### src/hw/rtl/bswa_pkg.sv
// ----------------------------------------------------------------------------
// bswa_pkg
// Shared types and constants for the band spectral weight accumulator.
// ----------------------------------------------------------------------------
package bswa_pkg;

	localparam int FRAC_BITS = 16;
	localparam int SUM_W     = 39;
	localparam int WG_W      = 63;
	localparam int NUM_W     = WG_W + FRAC_BITS + 30;
	localparam int DEN0_W    = 67;
	localparam int DLO_W     = 34;
	localparam int DEN_W     = 99;
	localparam int REM_W     = DEN_W + 1;
	localparam int QCNT_W    = 6;

	localparam logic [31:0]      PI_Q30  = 32'd3373259426;
	localparam logic [SUM_W-1:0] SUM_MAX = {SUM_W{1'b1}};

	localparam logic [1:0] CFG_CHEM_POT  = 2'd0;
	localparam logic [1:0] CFG_BROAD_FLR = 2'd1;
	localparam logic [1:0] CFG_UNIT_MODE = 2'd2;

	typedef struct packed {
		logic signed [31:0] frequency;
		logic signed [31:0] energy_real;
		logic signed [31:0] energy_imag;
		logic signed [31:0] weight_real;
		logic signed [31:0] weight_imag;
		logic               last_band;
	} band_t;

	typedef struct packed {
		logic [SUM_W-1:0] spectral_sum;
		logic             saturated;
	} result_t;

	typedef struct packed {
		logic [32:0] ud;
		logic [31:0] gamma;
		logic [31:0] w;
		logic        last;
	} job_t;

	typedef enum logic [1:0] {
		F_IDLE,
		F_SQR,
		F_ROOT,
		F_PUSH
	} front_state_t;

	typedef enum logic [2:0] {
		B_IDLE,
		B_MUL,
		B_DEN,
		B_PI,
		B_SUM,
		B_CMP,
		B_DIV,
		B_ACC
	} back_state_t;

endpackage

### src/hw/rtl/bswa_queue.sv
// ----------------------------------------------------------------------------
// bswa_queue
// Two-entry queue of prepared bands between front and back.
// ----------------------------------------------------------------------------
module bswa_queue import bswa_pkg::*; (
	input  logic clk,
	input  logic arst_n,
	input  logic push_valid,
	output logic push_ready,
	input  job_t push_data,
	output logic pop_valid,
	input  logic pop_ready,
	output job_t pop_data
);

	job_t       mem_q [2];
	logic       wr_ptr_q;
	logic       rd_ptr_q;
	logic [1:0] count_q;
	logic       do_push;
	logic       do_pop;

	assign push_ready = (count_q != 2'd2);
	assign pop_valid  = (count_q != 2'd0);
	assign pop_data   = mem_q[rd_ptr_q];
	assign do_push    = push_valid && push_ready;
	assign do_pop     = pop_valid && pop_ready;

	always_ff @(posedge clk or negedge arst_n) begin
		if (!arst_n) begin
			wr_ptr_q <= 1'b0;
			rd_ptr_q <= 1'b0;
			count_q  <= 2'd0;
		end else begin
			if (do_push) begin
				wr_ptr_q <= ~wr_ptr_q;
			end
			if (do_pop) begin
				rd_ptr_q <= ~rd_ptr_q;
			end
			if (do_push && !do_pop) begin
				count_q <= count_q + 2'd1;
			end else if (do_pop && !do_push) begin
				count_q <= count_q - 2'd1;
			end
		end
	end

	always_ff @(posedge clk) begin
		if (do_push) begin
			mem_q[wr_ptr_q] <= push_data;
		end
	end

endmodule

### config.mk
export PLATFORM = sky130hd
export DESIGN_NAME = bswa_queue
export DESIGN_NICKNAME = d
export VERILOG_FILES = /design/src/hw/rtl/bswa_pkg.sv /design/src/hw/rtl/bswa_queue.sv
export SDC_FILE = /design/constraint.sdc
export NUM_CORES = 1
export LEC_CHECK = 0
export BUFFER_PORTS_ARGS = -buffer_cell sky130_fd_sc_hd__clkbuf_2
export CAP_MARGIN = 10
export CELL_PAD_IN_SITES_DETAIL_PLACEMENT = 1
export CELL_PAD_IN_SITES_GLOBAL_PLACEMENT = 2
export CORE_MARGIN = 2
export CORE_UTILIZATION = 30
export CTS_CLUSTER_DIAMETER = 60
export CTS_CLUSTER_SIZE = 10
export DETAILED_ROUTE_END_ITERATION = 12
export PLACE_DENSITY = 0.71
export SETUP_SLACK_MARGIN = 0.15
export SLEW_MARGIN = 20
export SYNTH_ARGS = -nofsm -noshare
export SYNTH_HDL_FRONTEND = slang
export SYNTH_SLANG_ARGS = --single-unit
### constraint.sdc
create_clock -name clk -period 5 [get_ports clk]
set_input_delay 1 -clock clk [delete_from_list [all_inputs] [get_ports clk]]
set_output_delay 1 -clock clk [all_outputs]
set_load 0.1 [all_outputs]
# Word-level counts from Yosys, hierarchy flattened
# Memory sizes are Yosys's and may differ from the RTL's.
# Index checks and enable logic that the tools add are counted.
[totals]
input_bits = 102
ff_bits = 4
output_inout_bits = 100
memories = 1
elab_cells = 21
ramBits = 196
[classes]
n_bitwise = 2
eq_ne = 1
n_reduce_logical = 8
n_mux = 4
addsub = 2
[mem_list]
columns = ["memory", "words", "width", "rd", "rd_clocked_by_memory_dff", "wr", "line", "rtl"]
rows = [
  ["mem_q", 2, 98, 1, 0, 1, "bswa_queue.sv:16", "job_t mem_q [2];"],
]
[ops]
columns = ["op", "n"]
rows = [
  ["logical AND 1 bit", 4],
  ["two-way mux 2 bit", 2],
  ["nonzero test 2 bit", 2],
  ["adder 2 x 1 -> 2 bit (second input constant)", 1],
  ["zero test 1 bit", 2],
  ["two-way mux 1 bit", 2],
  ["!= test 2 bit (second input constant)", 1],
  ["NOT 1 bit", 2],
  ["subtractor 2 x 1 -> 2 bit (second input constant)", 1],
]

# Longest topological paths before layout
[logic_depth]
depth_word = 6
ltp_mapped = 7
ltp_nobuf = 7

# Least setup slack after synthesis
# OpenSTA, ideal clock, no wires.
[synth_timing]
kind = "register -> register"
startpoint = "reg count_q[0]"
endpoint = "mem mem_q[0][0] (netlist name) (enable)"
period_less_slack_ps = 6129
path_buffers = 0
arrival_time_ps = 5572
setup_time_ps = 556
t_required_ps = 4444
path_stages_with_launch = 4
slack_ps = -1129
path_cell_list = "dfrtp_1 > nand2b_1 > nand2_1 > nor2_1"
[synth_between]
elab_chain_len = 4
[synth_rtl]
columns = ["item", "line", "rtl"]
rows = [
  ["from (decl)", "bswa_queue.sv:19", "logic [1:0] count_q;"],
  ["from (signal assigned)", "bswa_queue.sv:42", "count_q <= count_q + 2'd1;"],
  ["from (signal assigned)", "bswa_queue.sv:44", "count_q <= count_q - 2'd1;"],
  ["!= test 2 bit", "bswa_queue.sv:23", "assign push_ready = (count_q != 2'd2);"],
  ["named net push_ready", "bswa_queue.sv:9", "output logic push_ready,"],
  ["logical AND 1 bit", "bswa_queue.sv:26", "assign do_push = push_valid && push_ready;"],
  ["two-way mux 1 bit", "bswa_queue.sv:50", "if (do_push) begin"],
  ["two-way mux 1 bit (not written as such)", "bswa_queue.sv:51", "mem_q[wr_ptr_q] <= push_data;"],
  ["to (decl)", "bswa_queue.sv:16", ""],
]
# The timed path passes the listed nets, and every way through them passes these cells.

==> results.json <==
{
  "status": "complete, no violations",
  "grt_max_degree": 77,
  "fin_skew_ns": 0.0102,
  "dpl.hpwl_um": 10100,
  "antenna_found_initial": 0,
  "nets": 640,
  "drt_iter0_drc": 174,
  "yosysSeqAreaShare": 0.821,
  "fmax_ghz": 0.284,
  "holdBufCountCts": 0,
  "yosysTopAreaCell": "edfxtp_1",
  "endpoint_kind": "output pin",
  "initial_core_util": 0.303,
  "cts_setup_buffers": 0,
  "path_cells": "buf_12 > mux2_2 > clkbuf_2",
  "detail-route-antenna-nets": 0,
  "cts_tree": "yes",
  "min_period_ns": 3.53,
  "cts_resized": 0,
  "cts_root_buf": "clkbuf_16",
  "mostFrequentLayoutCells": "clkbuf_2 (201), edfxtp_1 (196), mux2_2 (88)",
  "ys_ff_latch": 200,
  "synth.avg_cell_area_um2": 22.6,
  "overflow": 0,
  "clk_pin_slew_worst_paths_ns": 0.07,
  "layout_commonest_cell": "clkbuf_2",
  "rows": 57,
  "totalWireLength_um": 14900,
  "hold_class": "input port to async pin",
  "yosysUniqueCellTypes": 15,
  "cts_buffer_depth": 2,
  "required_ns": 4.00,
  "grt_pass1_vias": 4195,
  "rsz0062_at_grt": "no",
  "synth_warnings": 0,
  "slowest_delay_ns": 0.87,
  "worstPathMaxFanout": 51,
  "fin_crit_sh": 0.705,
  "clk_latency_ns": 0.42,
  "grt_pass1_wl_um": 23200,
  "worst_pin_slew_ns": 0.716,
  "grt_usage": 0.118,
  "die_area_mm2": 0.0256,
  "syn_inst": 323,
  "syn_area_mm2": 0.00729,
  "htree_levels": 4,
  "wire_per_inst_um": 17.0,
  "cap_violations": 0,
  "first_pass_iters": 4,
  "crit_path_start_kind": "flop",
  "place.gp.congestion": 0.722,
  "holdWs_ns": 0.375,
  "io_buffers": 201,
  "numCtsBuffers": 17,
  "crit_slowest_cell": "dfrtp_4",
  "slew_headroom": 0.522,
  "io_pins": 202,
  "synth.area.top_cells": "edfxtp_1 (81%), mux2_2 (14%), mux2_4 (2.1%)",
  "antenna_cells": 0,
  "vias": 3713,
  "tns_ns": 0,
  "core-area_mm2": 0.0241,
  "area_delta_synth_final_pct": 27.0,
  "synth_top_cell_area_share": 0.807,
  "die_y_um": 160,
  "finalHoldViolCount": 0,
  "nFillCells": 2479,
  "layout-drive-gt1-share": 0.615,
  "die_w_um": 160,
  "critPathKind": "flop to output pin",
  "syn_nets": 426,
  "setup_viol_count_final": 0,
  "slew_viol_final": 0,
  "cts_num_sinks": 200,
  "crit_arrival_ns": 2.53,
  "drc": 0,
  "avgViaCountPerCell": 4.26
}
## final timing paths
path,start,slack (ns),cells past startpoint,endpoint
worst max-delay path,rd_ptr_q,1.47,3,pop_data[9]
worst min-delay path,arst_n,0.38,1,count_q[1]
worst max register to register,count_q[0],2.82,4,mem_q[1][27]
worst min register to register,count_q[1],0.50,1,count_q[1]
max in group asynchronous,arst_n,4.47,1,rd_ptr_q
min in group clk,count_q[1],0.50,1,count_q[1]
## sequential cells by signal (all words and copies together) (netlist names)
name and count:
mem_q 196, count_q 2, rd_ptr_q 1, wr_ptr_q 1
## routing by layer
layer	up-vias	share of wire	global-route usage	routed length, um
met3	22	0.066	0.0431	978
met1	1861	0.40	0.136	5930
li1	1704	-	-	-
met5	-	0	0	0
met4	0	0.021	0.0430	318
met2	126	0.51	0.202	7630
## Yosys cell counts
cell type  number
edfxtp_1      196
buf_2           8
nor2_1          2
or2_2           1
xnor2_1         3
xor2_1          2
mux2_4         10
nand2_1         2
dfrtp_1         4
mux2_2         88
inv_1           1
nand2b_1        1
ha_1            1
buf_6           3
and3_1          1
## cell families (layout without fill, tap and decap cells)
family                     Yosys count  after routing  share of synthesized area
buffers and inverters               12            237                     0.0106
adders and majority gates            1              1                    0.00171
DFF                                200            200                      0.821
muxes                               98             98                      0.156
xor gates and xnor gates             5              5                    0.00600
and+or+nand+nor                      7              7                    0.00463
## stage by stage
stage	setup WS, ns	instances	cell area, um2	utilization
floorplan	0.517	323	7300	-
global placement	1.92	841	8690	0.361
detailed placement	1.89	841	8690	0.361
CTS	1.42	871	9240	0.383
global route	1.34	872	9270	0.384
finish	1.47	872	9270	0.384
## layout make-up
class                           instances  area, um2  share of cell area
Sequential cell                       200       5990               0.646
Tap cell                              324        405              0.0437
Inverter                                1       3.75            0.000405
Timing Repair Buffer                  206       1080               0.116
Clock inverter                         12        119              0.0128
Multi-Input combinational cell        111       1240               0.134
Clock buffer                           18        429              0.0463
## worst max-delay path: cells and delay by family, from the launching register on
kind	cells	cell delay, ns
multiplexers	1	0.39
buffers and inverters	2	0.71
flip-flops	1	0.87
Power is not shown: default switching activity piles up to over one toggle a cycle in this logic, so the estimate is an artifact.
